[config.mk]
export PLATFORM = sky130hd
export DESIGN_NAME = json_structure_prechecker_core
export DESIGN_NICKNAME = d
export VERILOG_FILES = /design/src/rtl/core/jsp_pkg.sv /design/src/rtl/core/jsp_front.sv /design/src/rtl/core/jsp_tok_fifo.sv /design/src/rtl/core/jsp_back.sv /design/src/rtl/core/json_structure_prechecker_core.sv
export SDC_FILE = /design/constraint.sdc
export NUM_CORES = 1
export LEC_CHECK = 0
export ABC_AREA = 1
export BUFFER_PORTS_ARGS = -buffer_cell sky130_fd_sc_hd__buf_2
export CORE_MARGIN = 2
export CORE_UTILIZATION = 33
export CTS_BUF_LIST = sky130_fd_sc_hd__clkbuf_4 sky130_fd_sc_hd__clkbuf_8
export DETAILED_ROUTE_END_ITERATION = 7
export PLACE_DENSITY = 0.48
export SKIP_CTS_REPAIR_TIMING = 1
export SLEW_MARGIN = 5
export SYNTH_ARGS = -nofsm -noshare
export SYNTH_HDL_FRONTEND = slang
export SYNTH_SLANG_ARGS = --single-unit
[constraint.sdc]
create_clock -name i_clk -period 3.3 [get_ports i_clk]
set_input_delay 0 -clock i_clk [delete_from_list [all_inputs] [get_ports i_clk]]
set_output_delay 0 -clock i_clk [all_outputs]
set_load 0.02 [all_outputs]
[src/rtl/core/jsp_pkg.sv]
`timescale 1ns / 1ps

package jsp_pkg;

    // Widths of the document counter, the size register and the depth counters.
    localparam int unsigned COUNT_W = 25;
    localparam int unsigned DEPTH_W = 16;

    // Saturation value of the byte counter and reset value of the size limit.
    localparam logic [COUNT_W-1:0] COUNT_MAX     = {COUNT_W{1'b1}};
    localparam logic [COUNT_W-1:0] MAX_DOC_RESET = COUNT_W'(1024 * 1024);

    // Nesting limit; a depth that would pass it saturates and flags overflow.
    localparam logic [DEPTH_W-1:0] DEPTH_LIMIT = 16'd65535;

    // Byte values that matter to the structure check.
    localparam logic [7:0] CH_QUOTE  = 8'h22;
    localparam logic [7:0] CH_BSLASH = 8'h5C;
    localparam logic [7:0] CH_LBRACE = 8'h7B;
    localparam logic [7:0] CH_RBRACE = 8'h7D;
    localparam logic [7:0] CH_LBRACK = 8'h5B;
    localparam logic [7:0] CH_RBRACK = 8'h5D;

    // Depth of the token queue between the front and the back.
    localparam int unsigned TOKQ_DEPTH = 4;
    localparam int unsigned TOKQ_AW    = $clog2(TOKQ_DEPTH);

    // Byte class produced by the front.
    typedef enum logic [2:0] {
        CLS_OTHER,
        CLS_LBRACE,
        CLS_RBRACE,
        CLS_LBRACK,
        CLS_RBRACK,
        CLS_QUOTE,
        CLS_BSLASH
    } t_cls;

    // Verdict codes.
    typedef enum logic [2:0] {
        FAIL_OK        = 3'd0,
        FAIL_TOO_LARGE = 3'd1,
        FAIL_NO_KEY    = 3'd2,
        FAIL_UNDERFLOW = 3'd3,
        FAIL_UNBALANCE = 3'd4
    } t_fail;

    // One classified byte as it travels from the front to the back.
    typedef struct packed {
        t_cls cls;
        logic last;
        logic key_hit;
    } t_tok;

endpackage

[src/rtl/core/jsp_front.sv]
`timescale 1ns / 1ps

module jsp_front (
    input  logic          i_clk,
    input  logic          i_rst_n,
    input  logic          i_accept,
    input  logic [7:0]    i_text_byte,
    input  logic          i_end_of_doc,
    output jsp_pkg::t_tok o_tok
);

    logic [2:0] r_key_pos;
    logic [2:0] n_key_pos;
    logic       r_key_seen;
    logic       n_key_seen;
    logic [7:0] key_byte;

    // Expected byte at each position of the quoted key "jobs".
    always_comb begin
        case (r_key_pos)
            3'd0:    key_byte = jsp_pkg::CH_QUOTE;
            3'd1:    key_byte = 8'h6A;
            3'd2:    key_byte = 8'h6F;
            3'd3:    key_byte = 8'h62;
            3'd4:    key_byte = 8'h73;
            3'd5:    key_byte = jsp_pkg::CH_QUOTE;
            default: key_byte = jsp_pkg::CH_QUOTE;
        endcase
    end

    // Key matcher; the closing quote of a match may open the next one.
    always_comb begin
        n_key_seen = r_key_seen;
        if (i_text_byte == key_byte) begin
            if (r_key_pos >= 3'd5) begin
                n_key_pos  = 3'd1;
                n_key_seen = 1'b1;
            end else begin
                n_key_pos = r_key_pos + 3'd1;
            end
        end else if (i_text_byte == jsp_pkg::CH_QUOTE) begin
            n_key_pos = 3'd1;
        end else begin
            n_key_pos = 3'd0;
        end
    end

    // Byte classification.
    always_comb begin
        case (i_text_byte)
            jsp_pkg::CH_LBRACE: o_tok.cls = jsp_pkg::CLS_LBRACE;
            jsp_pkg::CH_RBRACE: o_tok.cls = jsp_pkg::CLS_RBRACE;
            jsp_pkg::CH_LBRACK: o_tok.cls = jsp_pkg::CLS_LBRACK;
            jsp_pkg::CH_RBRACK: o_tok.cls = jsp_pkg::CLS_RBRACK;
            jsp_pkg::CH_QUOTE:  o_tok.cls = jsp_pkg::CLS_QUOTE;
            jsp_pkg::CH_BSLASH: o_tok.cls = jsp_pkg::CLS_BSLASH;
            default:            o_tok.cls = jsp_pkg::CLS_OTHER;
        endcase
        o_tok.last    = i_end_of_doc;
        o_tok.key_hit = n_key_seen;
    end

    // Matcher state restarts after the final byte of each document.
    always_ff @(posedge i_clk) begin
        if (!i_rst_n) begin
            r_key_pos  <= 3'd0;
            r_key_seen <= 1'b0;
        end else if (i_accept) begin
            if (i_end_of_doc) begin
                r_key_pos  <= 3'd0;
                r_key_seen <= 1'b0;
            end else begin
                r_key_pos  <= n_key_pos;
                r_key_seen <= n_key_seen;
            end
        end
    end

endmodule

[src/rtl/core/jsp_tok_fifo.sv]
`timescale 1ns / 1ps

module jsp_tok_fifo (
    input  logic          i_clk,
    input  logic          i_rst_n,
    input  logic          i_wr,
    input  jsp_pkg::t_tok i_wr_tok,
    output logic          o_full,
    input  logic          i_rd,
    output logic          o_vld,
    output jsp_pkg::t_tok o_rd_tok
);

    jsp_pkg::t_tok                  r_mem [jsp_pkg::TOKQ_DEPTH];
    logic [jsp_pkg::TOKQ_AW-1:0]    r_wr_ptr;
    logic [jsp_pkg::TOKQ_AW-1:0]    r_rd_ptr;
    logic [jsp_pkg::TOKQ_AW:0]      r_cnt;
    logic                           wr_en;
    logic                           rd_en;

    assign o_full   = (r_cnt == (jsp_pkg::TOKQ_AW+1)'(jsp_pkg::TOKQ_DEPTH));
    assign o_vld    = (r_cnt != '0);
    assign o_rd_tok = r_mem[r_rd_ptr];
    assign wr_en    = i_wr && !o_full;
    assign rd_en    = i_rd && o_vld;

    // Token storage.
    always_ff @(posedge i_clk) begin
        if (wr_en) begin
            r_mem[r_wr_ptr] <= i_wr_tok;
        end
    end

    // Pointers and fill count.
    always_ff @(posedge i_clk) begin
        if (!i_rst_n) begin
            r_wr_ptr <= '0;
            r_rd_ptr <= '0;
            r_cnt    <= '0;
        end else begin
            if (wr_en) begin
                r_wr_ptr <= r_wr_ptr + 1'b1;
            end
            if (rd_en) begin
                r_rd_ptr <= r_rd_ptr + 1'b1;
            end
            if (wr_en && !rd_en) begin
                r_cnt <= r_cnt + 1'b1;
            end else if (rd_en && !wr_en) begin
                r_cnt <= r_cnt - 1'b1;
            end
        end
    end

endmodule

[src/rtl/core/jsp_back.sv]
`timescale 1ns / 1ps

module jsp_back (
    input  logic                         i_clk,
    input  logic                         i_rst_n,
    input  logic                         i_cfg_wr,
    input  logic [jsp_pkg::COUNT_W-1:0]  i_cfg_data,
    input  logic                         i_tok_vld,
    input  jsp_pkg::t_tok                i_tok,
    output logic                         o_tok_rd,
    input  logic                         i_pop,
    output logic                         o_empty,
    output logic                         o_doc_ok,
    output logic [2:0]                   o_fail_code
);

    logic [jsp_pkg::COUNT_W-1:0] r_max_doc;

    logic [jsp_pkg::COUNT_W-1:0] r_total;
    logic [jsp_pkg::COUNT_W-1:0] n_total;
    logic                        r_str;
    logic                        n_str;
    logic                        r_esc;
    logic                        n_esc;
    logic [jsp_pkg::DEPTH_W-1:0] r_brace;
    logic [jsp_pkg::DEPTH_W-1:0] n_brace;
    logic [jsp_pkg::DEPTH_W-1:0] r_brack;
    logic [jsp_pkg::DEPTH_W-1:0] n_brack;
    logic                        r_unf;
    logic                        n_unf;
    logic                        r_ovf;
    logic                        n_ovf;

    jsp_pkg::t_fail              code;

    // Two-entry result queue: head is shown on the ports, tail waits behind it.
    logic                        r_h_vld;
    jsp_pkg::t_fail              r_h_code;
    logic                        r_t_vld;
    jsp_pkg::t_fail              r_t_code;
    logic                        pop_en;
    logic                        res_wr;
    logic                        h_vld_aft;
    jsp_pkg::t_fail              h_code_aft;

    // A token is taken unless it is a final byte and the result queue is full.
    assign o_tok_rd = i_tok_vld && (!i_tok.last || !r_t_vld);
    assign res_wr   = o_tok_rd && i_tok.last;
    assign pop_en   = i_pop && r_h_vld;

    // Size limit register.
    always_ff @(posedge i_clk) begin
        if (!i_rst_n) begin
            r_max_doc <= jsp_pkg::MAX_DOC_RESET;
        end else if (i_cfg_wr) begin
            r_max_doc <= i_cfg_data;
        end
    end

    // Per-byte update of the string, escape and depth tracking.
    always_comb begin
        n_total = (r_total != jsp_pkg::COUNT_MAX) ? r_total + 1'b1 : r_total;
        n_str   = r_str;
        n_esc   = r_esc;
        n_brace = r_brace;
        n_brack = r_brack;
        n_unf   = r_unf;
        n_ovf   = r_ovf;
        if (r_esc) begin
            n_esc = 1'b0;
        end else if (i_tok.cls == jsp_pkg::CLS_BSLASH && r_str) begin
            n_esc = 1'b1;
        end else if (i_tok.cls == jsp_pkg::CLS_QUOTE) begin
            n_str = !r_str;
        end else if (!r_str && !r_unf) begin
            case (i_tok.cls)
                jsp_pkg::CLS_LBRACE: begin
                    if (r_brace >= jsp_pkg::DEPTH_LIMIT) begin
                        n_brace = jsp_pkg::DEPTH_LIMIT;
                        n_ovf   = 1'b1;
                    end else begin
                        n_brace = r_brace + 1'b1;
                    end
                end
                jsp_pkg::CLS_RBRACE: begin
                    if (r_brace == '0) begin
                        n_unf = 1'b1;
                    end else begin
                        n_brace = r_brace - 1'b1;
                    end
                end
                jsp_pkg::CLS_LBRACK: begin
                    if (r_brack >= jsp_pkg::DEPTH_LIMIT) begin
                        n_brack = jsp_pkg::DEPTH_LIMIT;
                        n_ovf   = 1'b1;
                    end else begin
                        n_brack = r_brack + 1'b1;
                    end
                end
                jsp_pkg::CLS_RBRACK: begin
                    if (r_brack == '0) begin
                        n_unf = 1'b1;
                    end else begin
                        n_brack = r_brack - 1'b1;
                    end
                end
                default: begin
                end
            endcase
        end
    end

    // Verdict on the final byte, first failing check wins.
    always_comb begin
        if (n_total > r_max_doc) begin
            code = jsp_pkg::FAIL_TOO_LARGE;
        end else if (!i_tok.key_hit) begin
            code = jsp_pkg::FAIL_NO_KEY;
        end else if (n_unf) begin
            code = jsp_pkg::FAIL_UNDERFLOW;
        end else if (n_ovf || n_brace != '0 || n_brack != '0 || n_str) begin
            code = jsp_pkg::FAIL_UNBALANCE;
        end else begin
            code = jsp_pkg::FAIL_OK;
        end
    end

    // Document state; everything returns to zero after the final byte.
    always_ff @(posedge i_clk) begin
        if (!i_rst_n) begin
            r_total <= '0;
            r_str   <= 1'b0;
            r_esc   <= 1'b0;
            r_brace <= '0;
            r_brack <= '0;
            r_unf   <= 1'b0;
            r_ovf   <= 1'b0;
        end else if (o_tok_rd) begin
            if (i_tok.last) begin
                r_total <= '0;
                r_str   <= 1'b0;
                r_esc   <= 1'b0;
                r_brace <= '0;
                r_brack <= '0;
                r_unf   <= 1'b0;
                r_ovf   <= 1'b0;
            end else begin
                r_total <= n_total;
                r_str   <= n_str;
                r_esc   <= n_esc;
                r_brace <= n_brace;
                r_brack <= n_brack;
                r_unf   <= n_unf;
                r_ovf   <= n_ovf;
            end
        end
    end

    // Result queue contents once the current pop has been applied.
    always_comb begin
        h_vld_aft  = pop_en ? r_t_vld : r_h_vld;
        h_code_aft = pop_en ? r_t_code : r_h_code;
    end

    always_ff @(posedge i_clk) begin
        if (!i_rst_n) begin
            r_h_vld <= 1'b0;
            r_t_vld <= 1'b0;
        end else begin
            r_h_vld <= h_vld_aft || res_wr;
            r_t_vld <= (pop_en ? 1'b0 : r_t_vld) || (res_wr && h_vld_aft);
        end
    end

    always_ff @(posedge i_clk) begin
        if (res_wr && !h_vld_aft) begin
            r_h_code <= code;
        end else begin
            r_h_code <= h_code_aft;
        end
        if (res_wr && h_vld_aft) begin
            r_t_code <= code;
        end
    end

    assign o_empty     = !r_h_vld;
    assign o_fail_code = r_h_code;
    assign o_doc_ok    = (r_h_code == jsp_pkg::FAIL_OK);

endmodule

[src/rtl/core/json_structure_prechecker_core.sv]
`timescale 1ns / 1ps

// Structure precheck for a JSON document fed one byte per request, the final
// byte marked by i_end_of_doc. The block takes one byte every cycle while full
// is low; a front stage classifies each byte and runs the match for the quoted
// key "jobs", a four-entry token queue decouples it from the back stage, which
// tracks string, escape and brace/bracket depth state. One verdict per
// document (doc_ok and fail_code) appears on the result ports after the final
// byte is registered in the token queue and then in a
// two-entry result queue, so input keeps flowing while up to two
// verdicts wait to be popped. Checks are ranked: too large, key missing,
// underflow, then unbalanced or open string. The size limit is written through
// the cfg channel, which is always ready and should only be used between
// documents.
module json_structure_prechecker_core (
    input  logic                        i_clk,
    input  logic                        i_rst_n,
    input  logic                        i_cfg_valid,
    output logic                        o_cfg_ready,
    input  logic [jsp_pkg::COUNT_W-1:0] i_cfg_data,
    input  logic                        push,
    output logic                        full,
    input  logic [7:0]                  i_text_byte,
    input  logic                        i_end_of_doc,
    output logic                        empty,
    input  logic                        pop,
    output logic                        o_doc_ok,
    output logic [2:0]                  o_fail_code
);

    logic          in_accept;
    jsp_pkg::t_tok front_tok;
    jsp_pkg::t_tok back_tok;
    logic          tok_vld;
    logic          tok_rd;

    assign o_cfg_ready = 1'b1;
    assign in_accept   = push && !full;

    // Front: classification and key match.
    jsp_front u_front (
        .i_clk        (i_clk),
        .i_rst_n      (i_rst_n),
        .i_accept     (in_accept),
        .i_text_byte  (i_text_byte),
        .i_end_of_doc (i_end_of_doc),
        .o_tok        (front_tok)
    );

    // Token queue between front and back.
    jsp_tok_fifo u_tok_fifo (
        .i_clk    (i_clk),
        .i_rst_n  (i_rst_n),
        .i_wr     (push),
        .i_wr_tok (front_tok),
        .o_full   (full),
        .i_rd     (tok_rd),
        .o_vld    (tok_vld),
        .o_rd_tok (back_tok)
    );

    // Back: structure tracking, verdict and result queue.
    jsp_back u_back (
        .i_clk       (i_clk),
        .i_rst_n     (i_rst_n),
        .i_cfg_wr    (i_cfg_valid),
        .i_cfg_data  (i_cfg_data),
        .i_tok_vld   (tok_vld),
        .i_tok       (back_tok),
        .o_tok_rd    (tok_rd),
        .i_pop       (pop),
        .o_empty     (empty),
        .o_doc_ok    (o_doc_ok),
        .o_fail_code (o_fail_code)
    );

endmodule

==> results of run 1 <==
## worst min-delay path by stage
stage / endpoint / slack, ps / depth (start not counted)
6_report: u_front.r_key_pos[0] / 40 / 6
5_1_grt: u_tok_fifo.r_mem[3][2] / 60 / 4
4_1_cts: u_back.r_max_doc[20] / -270 / 3
3_5_place_dp: u_back.r_max_doc[20] / 220 / 3
3_3_place_gp: u_back.r_max_doc[20] / 220 / 3
2_1_floorplan: u_tok_fifo.r_mem[0][1] / 100 / 0
## per-layer routing
metal	track usage	vias up
li1	-	4887
met1	0.262	4154
met2	0.296	154
met3	0.0273	26
met4	0.0483	0
met5	0	-
## critical path, stage by stage, from the launching register on
cell and delay [ps]:
dfxtp_2 360, ha_4 170, nand4_4 100, nor2_4 130, nand4_1 100, nor3_2 260, nand2_2 130, buf_6 140
nand2_2 60, nor2_2 40, a21oi_2 140, ha_1 260, nand2_1 90, nor2_1 40, a211oi_1 220, o21ai_1 110
a21boi_1 150, o21ai_1 110, a21oi_1 190, a21oi_2 80, inv_2 90, o21ai_2 60, nand2_1 80, nand2_1 40
## per-stage QoR
step	util	total power [mW]	setup WS [ps]	cells
3_5_place_dp	0.368	5.84	-282	1882
5_1_grt	0.400	7.96	-381	1951
4_1_cts	0.383	7.33	-342	1914
6_report	0.400	7.34	-97.9	1951
2_1_floorplan	-	4.65	166	1450
3_3_place_gp	0.368	5.83	-221	1882
## state kept, by name, summed over array words and instances (netlist names), 2 cells and up, named ones only
name / flops
u_back.r_brack: 16
u_back.r_total: 25
u_back.o_fail_code: 3
u_tok_fifo.r_wr_ptr: 2
u_tok_fifo.r_mem: 20
u_back.r_brace: 16
u_front.r_key_pos: 3
u_back.r_max_doc: 25
u_tok_fifo.r_rd_ptr: 2
u_tok_fifo.r_cnt: 3
u_back.r_t_code: 3
## final cells by class
type	count	area, µm²
Timing Repair Buffer	155	1130
Inverter	154	581
Multi-Input combinational cell	1105	5610
Sequential cell	127	2810
Clock inverter	14	165
Clock buffer	18	241
Tap cell	378	473
Fill cell	3013	16500
## logic make-up after synthesis
family	synth area share
and+or+nand+nor	0.375
buffers and inverters	0.0969
AOI/OAI and AO/OA	0.120
DFF	0.305
xor gates and xnor gates	0.0468
adders and majority gates	0.0553
other	0.000408
## power groups by stage
stage	Sequential (mW)	Clock, mW	Combinational, mW
floorplan	1.93	0	2.73
global placement	1.99	0	3.84
detailed placement	1.99	0	3.86
CTS	1.95	1.50	3.87
global route	1.98	1.56	4.41
finish	1.95	1.46	3.93
## cell usage after synthesis (2+ instances only)
cell type  count
nand2_1      473
inv_1        147
nor2_1       147
a21oi_1      124
dfxtp_1      101
nand3_1       91
o21ai_0       63
ha_1          39
xor2_1        34
clkbuf_1      33
edfxtp_1      26
buf_2         22
nand4_1       20
nor3_1        20
xnor2_1       15
nand2_2       11
nand3_2        7
inv_2          6
nor4_1         6
o21ai_1        6
buf_4          5
nand2_4        5
a211oi_1       4
nand3b_1       4
nor2_2         4
o211ai_1       4
or2_2          4
and2_1         3
buf_6          3
nand3_4        2
nor2_4         2
o31ai_1        2
==> results.json, run 1 <==
{
  "clock_sinks": 127,
  "finalSetupTns_ps": -142,
  "place_congestion": 0.856,
  "syn-num-nets": 1529,
  "drcViolationCount": 0,
  "place_hpwl_um": 19500,
  "hold_ws_ps": 36.9,
  "rsz0062_at_grt": "yes",
  "p_leak_nw": 4.99,
  "crit_arrival_ps": 3610,
  "timing.rr.end": "u_back.o_fail_code[0]",
  "wl_per_cell_um": 13.6,
  "p_seq_frac": 0.266,
  "slew_headroom": 0.239,
  "grt_max_degree": 58,
  "nets": 1639,
  "power.density_nw_per_um2": 666,
  "crit_path_end_kind": "register",
  "synth_edf_count": 26,
  "core_um2": 27600,
  "crit_end": "u_back.o_fail_code[0]",
  "ios": 46,
  "irDropWorstVdd_uv": 532,
  "clk_latency_ps": 460,
  "pwr-share-comb": 0.535,
  "final_cell_area_um2": 11000,
  "met1_length_um": 13400,
  "first_pass_iters": 5,
  "p_sw_mw": 3.63,
  "worstPathRequired_ps": 3510,
  "r2r-start": "u_back.r_total[1]",
  "first_global_vias": 8428,
  "synthTopCellsByArea": "dfxtp_1 (22%), nand2_1 (19%), edfxtp_1 (8.5%)",
  "final_common_cell": "nand2_1",
  "routed_via_density": 4.73,
  "slew_viol_final": 0,
  "finalHoldViolations": 0,
  "critPathKind": "reg -> reg",
  "num_antenna_cells": 0,
  "min_period_over_period": 1.03,
  "layout-area-overhead-vs-synth_pct": 20.0,
  "drive_above_1_share": 0.146,
  "syn_area_um2": 9180,
  "syn_inst": 1450,
  "fmax_mhz": 294,
  "drv_cap": 0,
  "worstRegToRegCells": 23,
  "syn_avg_cell_area_um2": 6.33,
  "hold_path_class": "in -> reg",
  "htreeDepth": 4,
  "cp_max_fo": 4,
  "drt_iter0_markers": 581,
  "clk_pin_slew_ps": 90,
  "hp-start": "i_text_byte[6]",
  "critPathLaunchType": "register",
  "ant_nets": 0,
  "port-buffer-count": 44,
  "num_rows": 61,
  "clock_path_buffers": 2,
  "cts-buffers-inserted": 17,
  "yosys_warnings": 0,
  "cts_tree": "done",
  "p_int_mw": 3.70,
  "setup_viol": 5,
  "async_reset_ff_frac": 0,
  "layout_common_cells": "nand2_1 (469), inv_1 (144), nor2_1 (142)",
  "met2_length_um": 11900,
  "startpoint": "u_back.r_total[1]",
  "yosysTopAreaCell": "dfxtp_1",
  "grt.total_usage": 0.186,
  "die-area_um2": 29200,
  "ys_seq_elements": 127,
  "p_clk_frac": 0.199,
  "antenna_found_initial": 0,
  "ys.flop_type": "dfxtp_1",
  "via_count": 9221,
  "grt.overflow.total": 0,
  "layout_min_cycle_time_ps": 3400,
  "violations": "negative setup slack",
  "grt_pass1_wl_um": 43300,
  "clockRootBuffer": "clkbuf_8",
  "synth_cell_types": 49,
  "layout_setup_ws_ps": -97.9,
  "die_w_um": 171,
  "dr.max_layer_used": "met4",
  "placed_cell_area_um2": 10100,
  "yosysTopAreaCellShare": 0.220,
  "routed_wl_um": 26600,
  "start_util": 0.333,
  "dr_wl_met3_um": 891,
  "die_height_um": 171,
  "r2r_slack_ps": -100,
  "skew_ps": 19.2,
  "worst_slew_pin_slew_ps": 1140,
  "ys_seq_area_frac": 0.305,
  "swShare": 0.495,
  "status": "finished with violations"
}
No activity file was read; power rests on OpenSTA's default activity.
==> inputs of run 2 (changes only) <==
--- a/config.mk
+++ b/config.mk
@@ -11,6 +11,7 @@
 export CORE_UTILIZATION = 33
 export CTS_BUF_LIST = sky130_fd_sc_hd__clkbuf_4 sky130_fd_sc_hd__clkbuf_8
 export DETAILED_ROUTE_END_ITERATION = 7
+export GPL_TIMING_DRIVEN = 0
 export PLACE_DENSITY = 0.48
 export SKIP_CTS_REPAIR_TIMING = 1
 export SLEW_MARGIN = 5
==> results.json, run 2 (synthesized netlist as in run 1, its figures left out) <==
{
  "layout-area-overhead-vs-synth_pct": 19.4,
  "fmax_mhz": 295,
  "first_global_vias": 8719,
  "clock_path_buffers": 2,
  "violations": "negative setup slack",
  "routed_wl_um": 27700,
  "hold_path_class": "in -> reg",
  "layout_min_cycle_time_ps": 3390,
  "clk_pin_slew_ps": 90,
  "via_count": 9294,
  "pre_cts_ws_ps": -730,
  "start_util": 0.333,
  "rsz0062_at_grt": "yes",
  "cts-buffers-inserted": 17,
  "dp.cells": 1872,
  "cts_tree": "done",
  "port-buffer-count": 44,
  "drive_above_1_share": 0.139,
  "critPathLaunchType": "register",
  "core_um2": 27600,
  "layout_common_cells": "nand2_1 (464), inv_1 (143), nor2_1 (140)",
  "num_rows": 61,
  "reg_top3": "u_back.r_max_doc (25), u_back.r_total (25), u_tok_fifo.r_mem (20)",
  "drt_iter0_markers": 616,
  "critPathKind": "reg -> reg",
  "status": "finished with violations",
  "cp_max_fo": 4,
  "final_common_cell": "nand2_1",
  "antenna_found_initial": 0,
  "r2r-start": "u_back.r_total[4]",
  "die-area_um2": 29200,
  "die_height_um": 171,
  "htreeDepth": 4,
  "slew_headroom": 0.455,
  "grt_max_degree": 17,
  "clk_latency_ps": 450,
  "startpoint": "u_back.r_total[4]",
  "p_total_mw": 7.44,
  "crit_arrival_ps": 3600,
  "layout_setup_ws_ps": -94.9,
  "p_leak_nw": 4.97,
  "clock_sinks": 127,
  "r2r_slack_ps": -90,
  "min_period_over_period": 1.03,
  "irDropWorstVdd_uv": 420,
  "hold_ws_ps": 38.5,
  "worstRegToRegCells": 22,
  "finalNonFillerCells": 1952,
  "drcViolationCount": 0,
  "place_congestion": 0.874,
  "crit_end": "u_back.o_fail_code[0]",
  "ios": 46,
  "nets": 1640,
  "clockRootBuffer": "clkbuf_8",
  "worstPathRequired_ps": 3500,
  "finalHoldViolations": 0,
  "fin_util": 0.398,
  "crit_path_end_kind": "register",
  "skew_ps": 20.6,
  "drv_cap": 0,
  "power.density_nw_per_um2": 679,
  "grt.total_usage": 0.193,
  "die_w_um": 171,
  "register_area_um2": 2840,
  "num_antenna_cells": 0,
  "timing.rr.end": "u_back.o_fail_code[0]",
  "grt.overflow.total": 0,
  "routed_via_density": 4.76,
  "wl_per_cell_um": 14.2,
  "first_pass_iters": 5,
  "ant_nets": 0,
  "place_hpwl_um": 20700,
  "grt_pass1_wl_um": 44700,
  "worst_slew_pin_slew_ps": 817,
  "slew_viol_final": 0,
  "multi_input_area_um2": 5680,
  "setup_viol": 3,
  "fillers": 3038
}
==> run 2: cell count changes in the layout (fill, tap and decap cells not counted), sizes merged <==
cell and change:
buf -32, clkbuf +32, clkinv +3, clkinvlp -2, dlygate4sd3 +1, inv -1
==> run 2: layout make-up <==
| cell class | instances | share of cell area |
|---|---|---|
| Tap cell | 378 | 0.0431 |
| Inverter | 154 | 0.0532 |
| Clock inverter | 14 | 0.0156 |
| Multi-Input combinational cell | 1105 | 0.518 |
| Buffer | 64 | 0.0283 |
| Clock buffer | 18 | 0.0226 |
| Sequential cell | 127 | 0.259 |
| Timing Repair Buffer | 92 | 0.0602 |
==> run 2: worst max-delay path, cell delays in order (launching register included) <==
cell and delay (ps):
dfxtp_4 380, nand2_4 70, inv_4 60, nand4_4 140, nor2_4 150, nand4_1 100
nor3_2 240, nand2_2 110, nand2_2 120, nor2_4 60, xor2_2 190, ha_1 320
a21oi_1 120, o21ai_1 70, nand2_1 60, o211ai_1 90, a211o_1 330, a21oi_2 120
a21oi_2 70, inv_2 110, o21ai_2 60, nand2_1 100, nand2_2 70
==> run 2: where the power goes <==
group / switching (mW) / total, mW / internal, mW
logic: 2.87 / 4.06 / 1.19
registers: 0.103 / 1.89 / 1.79
clock network: 0.765 / 1.49 / 0.722
==> run 2: routing by layer <==
layer	global-route usage	wire (µm)	up-vias
met5	0	0	-
li1	-	-	4890
met1	0.265	13600	4192
met4	0.0613	478	0
met2	0.314	12600	185
met3	0.0259	1040	27
==> run 2: how the worst min path moves through the flow <==
stage                        start                     end  slack [ps]  cells past startpoint
global placement    i_cfg_data[20]    u_back.r_max_doc[20]         220                      3
floorplan             i_end_of_doc  u_tok_fifo.r_mem[0][1]         100                      0
CTS                 i_cfg_data[20]    u_back.r_max_doc[20]        -250                      3
finish              i_text_byte[6]    u_front.r_key_pos[0]          40                      6
detailed placement  i_cfg_data[20]    u_back.r_max_doc[20]         230                      3
global route        i_text_byte[6]    u_front.r_key_pos[0]          50                      6
==> run 2: per-stage QoR <==
step           setup TNS [ps]  cell area (µm²)
6_report                 -182            11000
5_1_grt                 -1160            11000
4_1_cts                 -4080            10300
3_5_place_dp            -3890             9870
3_3_place_gp            -4170             9870
2_1_floorplan               0             9180
==> inputs of run 3 (changes only) <==
--- a/config.mk
+++ b/config.mk
@@ -13,7 +13,6 @@
 export DETAILED_ROUTE_END_ITERATION = 7
 export GPL_TIMING_DRIVEN = 0
 export PLACE_DENSITY = 0.48
-export SKIP_CTS_REPAIR_TIMING = 1
 export SLEW_MARGIN = 5
 export SYNTH_ARGS = -nofsm -noshare
 export SYNTH_HDL_FRONTEND = slang
==> results.json, run 3 (synthesized netlist as in run 1, its figures left out) <==
{
  "status": "finished with violations",
  "violations": "negative setup slack",
  "slew_viol_final": 0,
  "clockRootBuffer": "clkbuf_8",
  "path_cells": "buf_6 -> nand4_1 -> nor4_4 -> nand4_1 -> nor3_4 -> nand2_1 -> o21ai_1 -> inv_1 -> ha_1 -> nand2_2 -> nor2_2 -> a211oi_2 -> o21ai_1 -> a21boi_1 -> o21ai_1 -> a21oi_2 -> a21oi_2 -> inv_2 -> o21ai_2 -> nand2_1 -> nand2_2",
  "die_height_um": 171,
  "core_um2": 27600,
  "drt_iter0_markers": 562,
  "final_cell_area_um2": 11000,
  "crit_path_end_kind": "register",
  "register_area_um2": 2820,
  "power.density_nw_per_um2": 680,
  "wl_per_cell_um": 14.2,
  "setup_viol": 5,
  "layout_common_cells": "nand2_1 (463), inv_1 (144), nor2_1 (142)",
  "cts_tree": "done",
  "drive_above_1_share": 0.134,
  "dr.max_layer_used": "met4",
  "met2_length_um": 12600,
  "fmax_mhz": 290,
  "layout-area-overhead-vs-synth_pct": 19.4,
  "clk_pin_slew_ps": 90,
  "r2r-start": "u_back.r_total[4]",
  "place_congestion": 0.874,
  "via_count": 9362,
  "layout_setup_ws_ps": -148,
  "hp-start": "i_text_byte[6]",
  "min_period_over_period": 1.04,
  "first_global_vias": 8936,
  "final_common_cell": "nand2_1",
  "place_hpwl_um": 20700,
  "ios": 46,
  "grt_pass1_wl_um": 45400,
  "die-area_um2": 29200,
  "nets": 1644,
  "antenna_found_initial": 0,
  "multi_input_area_um2": 5670,
  "placed_cell_area_um2": 9870,
  "cp_common_cell": "o21ai_1",
  "drcViolationCount": 0,
  "slew_headroom": 0.433,
  "first_pass_iters": 5,
  "crit_arrival_ps": 3650,
  "worst_slew_pin_slew_ps": 851,
  "grt_max_degree": 17,
  "finalSetupTns_ps": -404,
  "fillers": 3044,
  "reg_top3": "u_back.r_max_doc (25), u_back.r_total (25), u_tok_fifo.r_mem (20)",
  "num_rows": 61,
  "hold_path_class": "in -> reg",
  "cts-buffers-inserted": 17,
  "routed_wl_um": 27700,
  "clock_sinks": 127,
  "clock_path_buffers": 2,
  "met1_length_um": 13600,
  "ant_nets": 0,
  "critPathLaunchType": "register",
  "num_antenna_cells": 0,
  "rsz0062_at_grt": "yes",
  "finalHoldViolations": 0,
  "htreeDepth": 4,
  "routed_via_density": 4.79,
  "grt.overflow.total": 0,
  "startpoint": "u_back.r_total[4]",
  "irDropWorstVdd_uv": 418,
  "slowest_delay_ps": 360,
  "crit_buf_inv": 3,
  "cp_max_fo": 4,
  "r2r_slack_ps": -150,
  "grt.total_usage": 0.196,
  "skew_ps": 22.0,
  "p_leak_nw": 4.96,
  "hold_ws_ps": 38.2,
  "layout_min_cycle_time_ps": 3450,
  "die_w_um": 171,
  "port-buffer-count": 44,
  "worstPathRequired_ps": 3510,
  "dr_wl_met3_um": 925,
  "crit_family": "simple AND/OR/NAND/NOR gates",
  "clk_latency_ps": 450,
  "critPathKind": "reg -> reg",
  "start_util": 0.333,
  "critical_path.slowest_cell": "dfxtp_2",
  "drv_cap": 0
}
[run 3: changes by cell type in the layout (fill, tap and decap cells not counted), moves of 2 or more]
cell,delta
dfxtp_4,-4
buf_4,+3
dfxtp_1,+7
nor2_2,-2
dfxtp_2,-3
nor2_1,+2
nand2_2,+2
[run 3: worst paths after layout]
path,end,depth (start not counted)
worst max-delay path,u_back.o_fail_code[0],21
worst min-delay path,u_front.r_key_pos[0],6
worst max register to register,u_back.o_fail_code[0],21
worst min register to register,u_back.r_max_doc[9],2
[run 3: power by group]
| group | switching, mW | internal [mW] | leakage [nW] | total (mW) |
|---|---|---|---|---|
| Clock | 0.765 | 0.722 | 0.214 | 1.49 |
| Combinational | 2.87 | 1.20 | 3.68 | 4.08 |
| Sequential | 0.102 | 1.79 | 1.07 | 1.89 |
[run 3: metrics by stage]
stage | utilization | cells | power [mW] | setup slack (ps)
6_report | 0.398 | 1956 | 7.46 | -148
5_1_grt | 0.398 | 1956 | 8.10 | -398
4_1_cts | 0.395 | 1949 | 7.44 | -68.8
3_5_place_dp | 0.358 | 1872 | 5.85 | -730
3_3_place_gp | 0.358 | 1872 | 5.84 | -788
2_1_floorplan | - | 1450 | 4.65 | 166
[run 3: worst min-delay path: stages]
cell and delay (ps):
buf_2 90, nor4_1 50, nand2_1 110, a21oi_1 80, o31ai_1 60, a21oi_1 60
[run 3: layer usage]
layer	vias up	track usage
met4	0	0.0643
met3	35	0.0278
met5	-	0
met1	4244	0.264
met2	182	0.324
li1	4901	-
[run 3: layout make-up]
type | count | area share
multi-input cells | 1105 | 0.517
flip-flops and latches | 127 | 0.257
repair buffers | 96 | 0.0633
inverters | 154 | 0.0532
well taps | 378 | 0.0431
plain buffers | 64 | 0.0283
clock buffers | 18 | 0.0226
clock inverters | 14 | 0.0156
[run 3: repair_timing]
action                     4_1_cts  5_1_grt
pin swaps                       17       13
resized for setup               47       18
hold buffers                    32        0
setup endpoints to repair        8        8
setup buffers                   13        7
hold endpoints to repair        41        0
